File: config.mk
export PLATFORM = sky130hd
export DESIGN_NAME = one_wire_temperature_reader
export DESIGN_NICKNAME = d
export VERILOG_FILES = /design/src/owtr_pkg.sv /design/src/owtr_seq.sv /design/src/one_wire_temperature_reader.sv
export SDC_FILE = /design/constraint.sdc
export NUM_CORES = 1
export LEC_CHECK = 0
export BUFFER_PORTS_ARGS = -buffer_cell sky130_fd_sc_hd__buf_4
export CORE_MARGIN = 2
export CORE_UTILIZATION = 60
export CTS_CLUSTER_DIAMETER = 40
export CTS_CLUSTER_SIZE = 10
export DETAILED_ROUTE_END_ITERATION = 6
export PLACE_DENSITY_LB_ADDON = 0.2
export SYNTH_ARGS = -nofsm -noshare
export SYNTH_HDL_FRONTEND = slang
export SYNTH_SLANG_ARGS = --single-unit
File: constraint.sdc
create_clock -name clk -period 27 [get_ports clk]
set_input_delay 4.05 -clock clk [delete_from_list [all_inputs] [get_ports clk]]
set_output_delay 4.05 -clock clk [all_outputs]
set_load 0.1 [all_outputs]
File: src/owtr_pkg.sv
package owtr_pkg;

	// Register map, index of each 32-bit word
	localparam int unsigned REG_IDX_W = 3;
	localparam logic [REG_IDX_W-1:0] REG_PRE_RESET   = 3'd0;
	localparam logic [REG_IDX_W-1:0] REG_RESET_LOW   = 3'd1;
	localparam logic [REG_IDX_W-1:0] REG_RECOVER     = 3'd2;
	localparam logic [REG_IDX_W-1:0] REG_SLOT        = 3'd3;
	localparam logic [REG_IDX_W-1:0] REG_SAMPLE_DLY  = 3'd4;
	localparam logic [REG_IDX_W-1:0] REG_CONV_WAIT   = 3'd5;

	// Timing registers seen by the sequencer
	typedef struct packed {
		logic [15:0] pre_reset_ticks;
		logic [15:0] reset_low_ticks;
		logic [15:0] reset_recover_ticks;
		logic [15:0] slot_ticks;
		logic [15:0] sample_delay_ticks;
		logic [15:0] conversion_wait_ticks;
	} owtr_cfg_t;

	// Per-tick result of the sequencer
	typedef struct packed {
		logic               pull;
		logic               busy;
		logic               valid;
		logic signed [15:0] raw;
	} owtr_res_t;

	// Hundredths of a degree: trunc((25*raw+2)/4), clamped to -5500..12500
	function automatic logic signed [14:0] centi_of(input logic signed [15:0] raw);
		logic signed [21:0] r;
		logic signed [21:0] p;
		logic signed [21:0] q;
		r = 22'(raw);
		p = (r <<< 4) + (r <<< 3) + r + 22'sd2;
		// round toward zero for negative values
		q = p[21] ? ((p + 22'sd3) >>> 2) : (p >>> 2);
		if (q < -22'sd5500) begin
			q = -22'sd5500;
		end else if (q > 22'sd12500) begin
			q = 22'sd12500;
		end
		return q[14:0];
	endfunction

endpackage

File: src/owtr_seq.sv
module owtr_seq (
	input  logic                 clk,
	input  logic                 arst_n,
	input  logic                 step_en,
	input  logic                 start_req,
	input  logic                 line_in,
	input  owtr_pkg::owtr_cfg_t  cfg,
	output owtr_pkg::owtr_res_t  res
);

	localparam logic [3:0] PH_IDLE   = 4'd0;
	localparam logic [3:0] PH_PRE    = 4'd1;
	localparam logic [3:0] PH_RLOW   = 4'd2;
	localparam logic [3:0] PH_RREC   = 4'd3;
	localparam logic [3:0] PH_WRITE  = 4'd4;
	localparam logic [3:0] PH_CWAIT  = 4'd5;
	localparam logic [3:0] PH_RDLOW  = 4'd6;
	localparam logic [3:0] PH_RDDLY  = 4'd7;
	localparam logic [3:0] PH_RDREST = 4'd8;
	localparam logic [3:0] PH_DONE   = 4'd9;

	localparam logic [7:0] CMD_SKIP_ROM  = 8'hCC;
	localparam logic [7:0] CMD_CONVERT   = 8'h44;
	localparam logic [7:0] CMD_READ_PAD  = 8'hBE;

	// Command byte for each write step
	function automatic logic [7:0] cmd_byte(input logic [1:0] idx);
		logic [7:0] b;
		case (idx)
			2'd1:    b = CMD_CONVERT;
			2'd3:    b = CMD_READ_PAD;
			default: b = CMD_SKIP_ROM;
		endcase
		return b;
	endfunction

	logic [3:0]  phase_q, ph_n;
	logic [15:0] tick_q, tc_n;
	logic [2:0]  step_q, st_n;
	logic [2:0]  bit_q, bi_n;
	logic [7:0]  shift_q, sb_n;
	logic [7:0]  low_q, lb_n;
	logic [15:0] last_q, lr_n;
	logic [16:0] tc_inc;
	logic [15:0] phase_len;
	logic        do_settle;
	logic        pull, busy, valid;

	// Length of the current phase; a zero length ends it after one tick
	always_comb begin
		unique case (phase_q)
			PH_PRE:    phase_len = cfg.pre_reset_ticks;
			PH_RLOW:   phase_len = cfg.reset_low_ticks;
			PH_RREC:   phase_len = cfg.reset_recover_ticks;
			PH_WRITE:  phase_len = cfg.slot_ticks;
			PH_CWAIT:  phase_len = cfg.conversion_wait_ticks;
			PH_RDDLY:  phase_len = cfg.sample_delay_ticks;
			PH_RDREST: phase_len = cfg.slot_ticks;
			default:   phase_len = 16'd1;
		endcase
	end

	// Next state for one tick
	always_comb begin
		ph_n = phase_q;
		tc_n = tick_q;
		st_n = step_q;
		bi_n = bit_q;
		sb_n = shift_q;
		lb_n = low_q;
		lr_n = last_q;
		pull = 1'b0;
		busy = 1'b0;
		valid = 1'b0;
		do_settle = 1'b0;
		tc_inc = {1'b0, tick_q} + 17'd1;

		if (phase_q == PH_IDLE || phase_q == PH_DONE) begin
			valid = (phase_q == PH_DONE);
			ph_n = PH_IDLE;
			if (start_req) begin
				ph_n = PH_PRE;
				tc_n = '0;
				st_n = '0;
				bi_n = '0;
				do_settle = 1'b1;
			end
		end else begin
			busy = 1'b1;
			if (phase_q == PH_RLOW || phase_q == PH_RDLOW) begin
				pull = 1'b1;
			end else if (phase_q == PH_WRITE) begin
				pull = (tick_q == '0) || !shift_q[0];
			end
			// sample the line on the first tick after the sample delay of a read slot
			if (phase_q == PH_RDREST && tick_q == '0) begin
				sb_n = {line_in, shift_q[7:1]};
			end
			tc_n = tc_inc[15:0];
			if (tc_inc >= {1'b0, phase_len}) begin
				tc_n = '0;
				do_settle = 1'b1;
				unique case (phase_q)
					PH_PRE:   ph_n = PH_RLOW;
					PH_RLOW:  ph_n = PH_RREC;
					PH_RREC: begin
						sb_n = cmd_byte(step_q[1:0]);
						bi_n = '0;
						ph_n = PH_WRITE;
					end
					PH_WRITE: begin
						sb_n = {1'b0, shift_q[7:1]};
						if (bit_q != 3'd7) begin
							bi_n = bit_q + 3'd1;
						end else begin
							bi_n = '0;
							st_n = step_q + 3'd1;
							if (st_n == 3'd2) begin
								ph_n = PH_CWAIT;
							end else if (st_n[2]) begin
								sb_n = '0;
								ph_n = PH_RDLOW;
							end else begin
								sb_n = cmd_byte(st_n[1:0]);
							end
						end
					end
					PH_CWAIT: ph_n = PH_PRE;
					PH_RDLOW: ph_n = PH_RDDLY;
					PH_RDDLY: ph_n = PH_RDREST;
					PH_RDREST: begin
						if (bit_q != 3'd7) begin
							bi_n = bit_q + 3'd1;
							ph_n = PH_RDLOW;
						end else if (step_q == 3'd4) begin
							// low byte in, go for the high byte
							lb_n = sb_n;
							st_n = 3'd5;
							sb_n = '0;
							bi_n = '0;
							ph_n = PH_RDLOW;
						end else begin
							lr_n = {sb_n, low_q};
							bi_n = '0;
							ph_n = PH_DONE;
						end
					end
					default:  ph_n = PH_IDLE;
				endcase
			end
		end

		// Skip the pre-reset, recovery, sample-delay and conversion-wait phases when their length is zero
		if (do_settle) begin
			if (ph_n == PH_CWAIT && cfg.conversion_wait_ticks == '0) begin
				ph_n = PH_PRE;
			end
			if (ph_n == PH_PRE && cfg.pre_reset_ticks == '0) begin
				ph_n = PH_RLOW;
			end
			if (ph_n == PH_RREC && cfg.reset_recover_ticks == '0) begin
				sb_n = cmd_byte(st_n[1:0]);
				bi_n = '0;
				ph_n = PH_WRITE;
			end
			if (ph_n == PH_RDDLY && cfg.sample_delay_ticks == '0) begin
				ph_n = PH_RDREST;
			end
		end
	end

	// Advance once per accepted item
	always_ff @(posedge clk or negedge arst_n) begin
		if (!arst_n) begin
			phase_q <= PH_IDLE;
			tick_q  <= '0;
			step_q  <= '0;
			bit_q   <= '0;
			shift_q <= '0;
			low_q   <= '0;
			last_q  <= '0;
		end else if (step_en) begin
			phase_q <= ph_n;
			tick_q  <= tc_n;
			step_q  <= st_n;
			bit_q   <= bi_n;
			shift_q <= sb_n;
			low_q   <= lb_n;
			last_q  <= lr_n;
		end
	end

	assign res.pull  = pull;
	assign res.busy  = busy;
	assign res.valid = valid;
	assign res.raw   = lr_n;

endmodule

File: src/one_wire_temperature_reader.sv
// Single-wire temperature reader. Each input item is one bus tick: it carries
// start_req and the sampled line level, and yields exactly one result item
// with the pull-low drive for that tick, busy, a one-tick reading_valid, and
// the latest raw reading with its value in hundredths of a degree. One item
// is taken per clock; the sequencer's next state for a tick is formed
// combinationally and each result is held in an output register, so input is
// stalled only while that register is full and the output side stalls.
// Each result shows the cycle after its item is taken. Timing of reset pulses
// and bit slots comes from the six APB registers, which should be written only while idle.
module one_wire_temperature_reader (
	input  logic               clk,
	input  logic               arst_n,
	// input items
	input  logic               in_valid,
	output logic               in_stall,
	input  logic               start_req,
	input  logic               line_in,
	// result items
	output logic               out_valid,
	input  logic               out_stall,
	output logic               line_pull_low,
	output logic               busy_res,
	output logic               reading_valid,
	output logic signed [15:0] raw_reading,
	output logic signed [14:0] temperature_centi,
	// configuration
	input  logic               psel,
	input  logic               penable,
	input  logic               pwrite,
	input  logic [4:0]         paddr,
	input  logic [31:0]        pwdata,
	output logic [31:0]        prdata,
	output logic               pready
);

	owtr_pkg::owtr_cfg_t cfg_q;
	owtr_pkg::owtr_res_t res;
	logic [owtr_pkg::REG_IDX_W-1:0] reg_idx;
	logic cfg_wr;
	logic in_acc;
	logic out_valid_q;
	logic pull_q, busy_q, rvalid_q;
	logic signed [15:0] raw_q;
	logic signed [14:0] centi_q;

	assign pready  = 1'b1;
	assign reg_idx = paddr[4:2];
	assign cfg_wr  = psel && penable && pwrite && pready;

	// Write timing registers
	always_ff @(posedge clk or negedge arst_n) begin
		if (!arst_n) begin
			cfg_q.pre_reset_ticks       <= 16'd4;
			cfg_q.reset_low_ticks       <= 16'd100;
			cfg_q.reset_recover_ticks   <= 16'd40;
			cfg_q.slot_ticks            <= 16'd10;
			cfg_q.sample_delay_ticks    <= 16'd0;
			cfg_q.conversion_wait_ticks <= 16'd0;
		end else if (cfg_wr) begin
			unique case (reg_idx)
				owtr_pkg::REG_PRE_RESET:  cfg_q.pre_reset_ticks       <= pwdata[15:0];
				owtr_pkg::REG_RESET_LOW:  cfg_q.reset_low_ticks       <= pwdata[15:0];
				owtr_pkg::REG_RECOVER:    cfg_q.reset_recover_ticks   <= pwdata[15:0];
				owtr_pkg::REG_SLOT:       cfg_q.slot_ticks            <= pwdata[15:0];
				owtr_pkg::REG_SAMPLE_DLY: cfg_q.sample_delay_ticks    <= pwdata[15:0];
				owtr_pkg::REG_CONV_WAIT:  cfg_q.conversion_wait_ticks <= pwdata[15:0];
				default: ;
			endcase
		end
	end

	// Read back timing registers
	always_comb begin
		unique case (reg_idx)
			owtr_pkg::REG_PRE_RESET:  prdata = {16'd0, cfg_q.pre_reset_ticks};
			owtr_pkg::REG_RESET_LOW:  prdata = {16'd0, cfg_q.reset_low_ticks};
			owtr_pkg::REG_RECOVER:    prdata = {16'd0, cfg_q.reset_recover_ticks};
			owtr_pkg::REG_SLOT:       prdata = {16'd0, cfg_q.slot_ticks};
			owtr_pkg::REG_SAMPLE_DLY: prdata = {16'd0, cfg_q.sample_delay_ticks};
			owtr_pkg::REG_CONV_WAIT:  prdata = {16'd0, cfg_q.conversion_wait_ticks};
			default:                  prdata = '0;
		endcase
	end

	// Take an item unless a held result is stalled
	assign in_stall = out_valid_q && out_stall;
	assign in_acc   = in_valid && !in_stall;

	owtr_seq u_seq (
		.clk       (clk),
		.arst_n    (arst_n),
		.step_en   (in_acc),
		.start_req (start_req),
		.line_in   (line_in),
		.cfg       (cfg_q),
		.res       (res)
	);

	// Output valid: set on accept, drop once taken
	always_ff @(posedge clk or negedge arst_n) begin
		if (!arst_n) begin
			out_valid_q <= 1'b0;
		end else if (in_acc) begin
			out_valid_q <= 1'b1;
		end else if (!out_stall) begin
			out_valid_q <= 1'b0;
		end
	end

	// Capture the result of each accepted item
	always_ff @(posedge clk) begin
		if (in_acc) begin
			pull_q   <= res.pull;
			busy_q   <= res.busy;
			rvalid_q <= res.valid;
			raw_q    <= res.raw;
			centi_q  <= owtr_pkg::centi_of(res.raw);
		end
	end

	assign out_valid         = out_valid_q;
	assign line_pull_low     = pull_q;
	assign busy_res          = busy_q;
	assign reading_valid     = rvalid_q;
	assign raw_reading       = raw_q;
	assign temperature_centi = centi_q;

endmodule

==> summary.md <==
| Metric | Value |
|---|---|
| Status | complete, but fails checks |
| Failing checks | DRC |
| 1st-pass router iterations | 7 |
| Synth Cell Area | 12,500 sq um |
| Routed len/inst | 21.4 um |
| Final instance area | 14,000 sq um |
| Final Hold Viols | 0 |
| Most used cell along the critical path | a21o_1 |
| Buf/Inv on CP | 3 |
| Area after DPL | 13,400 sq um |
| Clock Tree Buf Depth | 2 |
| Post_cts resized | 0 |
| Worst Skew | 0.0125 ns |
| Final core utilization | 68.9% |
| Worst hold-check path type | flop to flop |
| Slew Limit Fails | 0 |
| Maximum VDD drop | 0.0531 mV |
| Row cnt | 52 |
| Critical path type | flop to flop |
| Top FF cell, synth | dfrtp_1 |
| Slowest CP cell | dfrtp_1 |
| Top-level I/O count | 115 |
| Cells after Synth | 1,261 |
| Fill cell count | 1,560 |
| Number of synthesized flops with an enable pin | 34 |
| Die X | 149 um |
| Synth area leaders | dfrtp_1 29%, mux2_2 9.1%, edfxtp_1 8.1% |
| Arr. time, crit path | 10.16 ns |
| DRC | 23 |
| Diode count | 0 |
| Routed via count | 10,800 |
| DP HPWL | 24,000 um |
| Total track usage | 31.6% |
| Fmax | 100 MHz |
| Total CTS buffers | 17 |
| Seq/Total Area, Yosys | 39.2% |
| Initial antenna violation count | 0 |
| Post-synth top area share | 29.4% |
| Slew HR | 34.4% |
| Async S/R FF share, synth | 82.0% |
| Post-Place Setup Slack | 17.30 ns |
| Core area | 20,400 sq um |
| Yosys reg bits | 189 |
| Final period util | 37.0% |
| Cell family with most CP delay | compound AO/OA/AOI/OAI gates |
| CP required | 27.18 ns |
| Setup violations, final | 0 |
| CTS Sinks | 189 |
| Pin count of the biggest net entering global routing | 85 |
| CTS tree | done |
| TNS Setup | 0 ns |
| DRT antenna net count | 0 |
| Final net count | 1,429 |
| GPL Wtd Cong | 0.924 |
| Worst-path maximum fanout | 29 |
| Leakage | 6.07 nW |
| Htree depth | 4 |
| Setup Fix Bufs, Post-CTS | 0 |
| Avg Cell Area, Syn | 9.94 sq um |
| Period minus WS final | 9.98 ns |
| Worst skew pair latency | 0.45 ns |
| Vias per cell | 6.70 |
| Root buf cell | clkbuf_16 |
| Synth warnings | 0 |
| Overall die area | 22,100 sq um |
| Overflow after GRT | 0 |
| Max cap viols | 0 |
| Initial Util | 61.5% |
| Vias in the first global route | 10,500 |
| Share of cells above drive strength 1 | 21.4% |
| Slew @ Worst Pin | 0.983 ns |
| Setup crit start kind | flop |
| CP Capture Type | flop |
| Post-layout worst setup margin | 17.02 ns |
| Top cell type by total area after synthesis | dfrtp_1 |
| RSZ-0062 raised after global routing | false |
| Iter 0 DRT Violations | 1,208 |
| Tot Pwr | 0.00133 W |
| First-pass GRT wire length | 55,200 um |
| Routed WL | 34,400 um |
| Power density cells | 94.8 nW/um^2 |
| Distinct cells, synth | 94 |
| Port Buffers | 79 |
| CP max stage delay | 0.71 ns |
| Clk slew on worst S/H paths | 0.08 ns |
| Die Y | 149 um |
| P&R area growth vs syn | 11.9% |
| Hold buffer count at CTS | 0 |
[state kept, by name (all words and copies together) (netlist names)]
register / count
busy_res: 1
cfg_q: 96
line_pull_low: 1
out_valid: 1
raw_reading: 16
reading_valid: 1
temperature_centi: 15
u_seq.bit_q: 3
u_seq.last_q: 16
u_seq.low_q: 8
u_seq.phase_q: 4
u_seq.shift_q: 8
u_seq.step_q: 3
u_seq.tick_q: 16
[cell usage after synthesis (34+ instances only)]
master and number:
dfrtp_1 147, mux2_2 101, nand2_1 101, nor2_1 76, o21ai_0 60, ha_1 52, a21oi_1 51, clkbuf_1 50
a22oi_1 49, nand3_1 43, inv_1 40, edfxtp_1 34, xnor2_1 34
[cells in the final DEF, fill, tap and decap left out, types with 6 or more instances in the layout]
cell,netlist,layout
a2111oi_0,6,6
a211o_1,7,7
a211oi_1,19,19
a21o_1,15,15
a21oi_1,51,51
a222oi_1,31,31
a22oi_1,49,49
a32o_1,14,14
and2_1,22,22
and3_1,13,13
buf_4,18,107
clkbuf_16,0,17
conb_1,2,17
dfrtp_1,147,147
dfstp_2,8,8
edfxtp_1,34,34
fa_1,6,6
ha_1,52,52
inv_1,40,39
mux2_2,101,101
mux2i_1,19,19
nand2_1,101,101
nand2b_1,13,13
nand3_1,43,43
nand4_1,14,14
nor2_1,76,76
nor3_1,22,19
nor4_1,22,21
o211ai_1,8,8
o21ai_0,60,59
o21bai_1,10,10
o22ai_1,8,8
or3_1,6,6
xnor2_1,34,34
xor2_1,18,18
[worst reg2reg max path, delay by kind of cell, from the launching register on]
family / cells / cell delay (ns)
buffers and inverters: 3 / 0.83
muxes: 1 / 0.13
xor gates and xnor gates: 2 / 0.56
adders and majority gates: 3 / 1.10
AOI/OAI and AO/OA: 14 / 4.32
DFF: 1 / 0.71
and+or+nand+nor: 6 / 2.07
[power by group]
group	switching, W	internal [W]
combinational	0.000435	0.000223
clock	0.000132	0.000127
sequential	0.0000614	0.000351
total	0.000629	0.000701
[path summary, 6_finish.rpt]
path                       slack, ns        startpoint  cells after the start              endpoint
hold reg to reg                 0.48    u_seq.low_q[6]                      2        u_seq.low_q[6]
hold / removal                  0.48    u_seq.low_q[6]                      2        u_seq.low_q[6]
max in group asynchronous      21.88            arst_n                      2             cfg_q[29]
setup / recovery               17.02  u_seq.phase_q[3]                     29  temperature_centi[0]
setup reg to reg               17.02  u_seq.phase_q[3]                     29  temperature_centi[0]
min in group asynchronous       3.66            arst_n                      1      u_seq.last_q[14]
[per-stage QoR]
| step | hold slack, ns | cells |
|---|---|---|
| finish | 0.482 | 1608 |
| CTS | 0.487 | 1608 |
| detailed placement | 0.470 | 1576 |
| floorplan | 0.449 | 1276 |
| global placement | 0.461 | 1576 |
| global route | 0.509 | 1608 |
[cell type report]
type / count / area, sq um / area share (%)
multi-input cells: 967 / 7190 / 51.3
flip-flops and latches: 189 / 4910 / 35.0
repair buffers: 108 / 815 / 5.81
clock buffers: 17 / 425 / 3.03
well taps: 270 / 338 / 2.41
clock inverters: 15 / 188 / 1.34
inverters: 42 / 158 / 1.12
[cells by family (layout without fill, tap and decap cells)]
logic type               count (synthesis)  after routing  share of synthesized area (%)
flip-flops                             189            189                           39.2
XOR/XNOR                                53             53                           3.76
other                                    2             17                         0.0599
adder cells (fa/ha/maj)                 58             58                           6.15
buffers and inverters                  120            182                           4.29
AND/OR/NAND/NOR                        375            375                           15.5
AO/OA/AOI/OAI                          343            343                           20.3
multiplexers                           121            121                           10.7
[layer usage]
metal / part of all wire, % / wire [um] / global-route usage [%] / vias up
li1: - / - / - / 4896
met5: 0 / 0 / 0 / -
met1: 41 / 14000 / 41.3 / 5232
met4: 3.8 / 1310 / 13.5 / 0
met2: 48 / 16700 / 52.5 / 525
met3: 7.1 / 2440 / 5.03 / 117
Note: power is estimated with default switching activity, not from simulation.
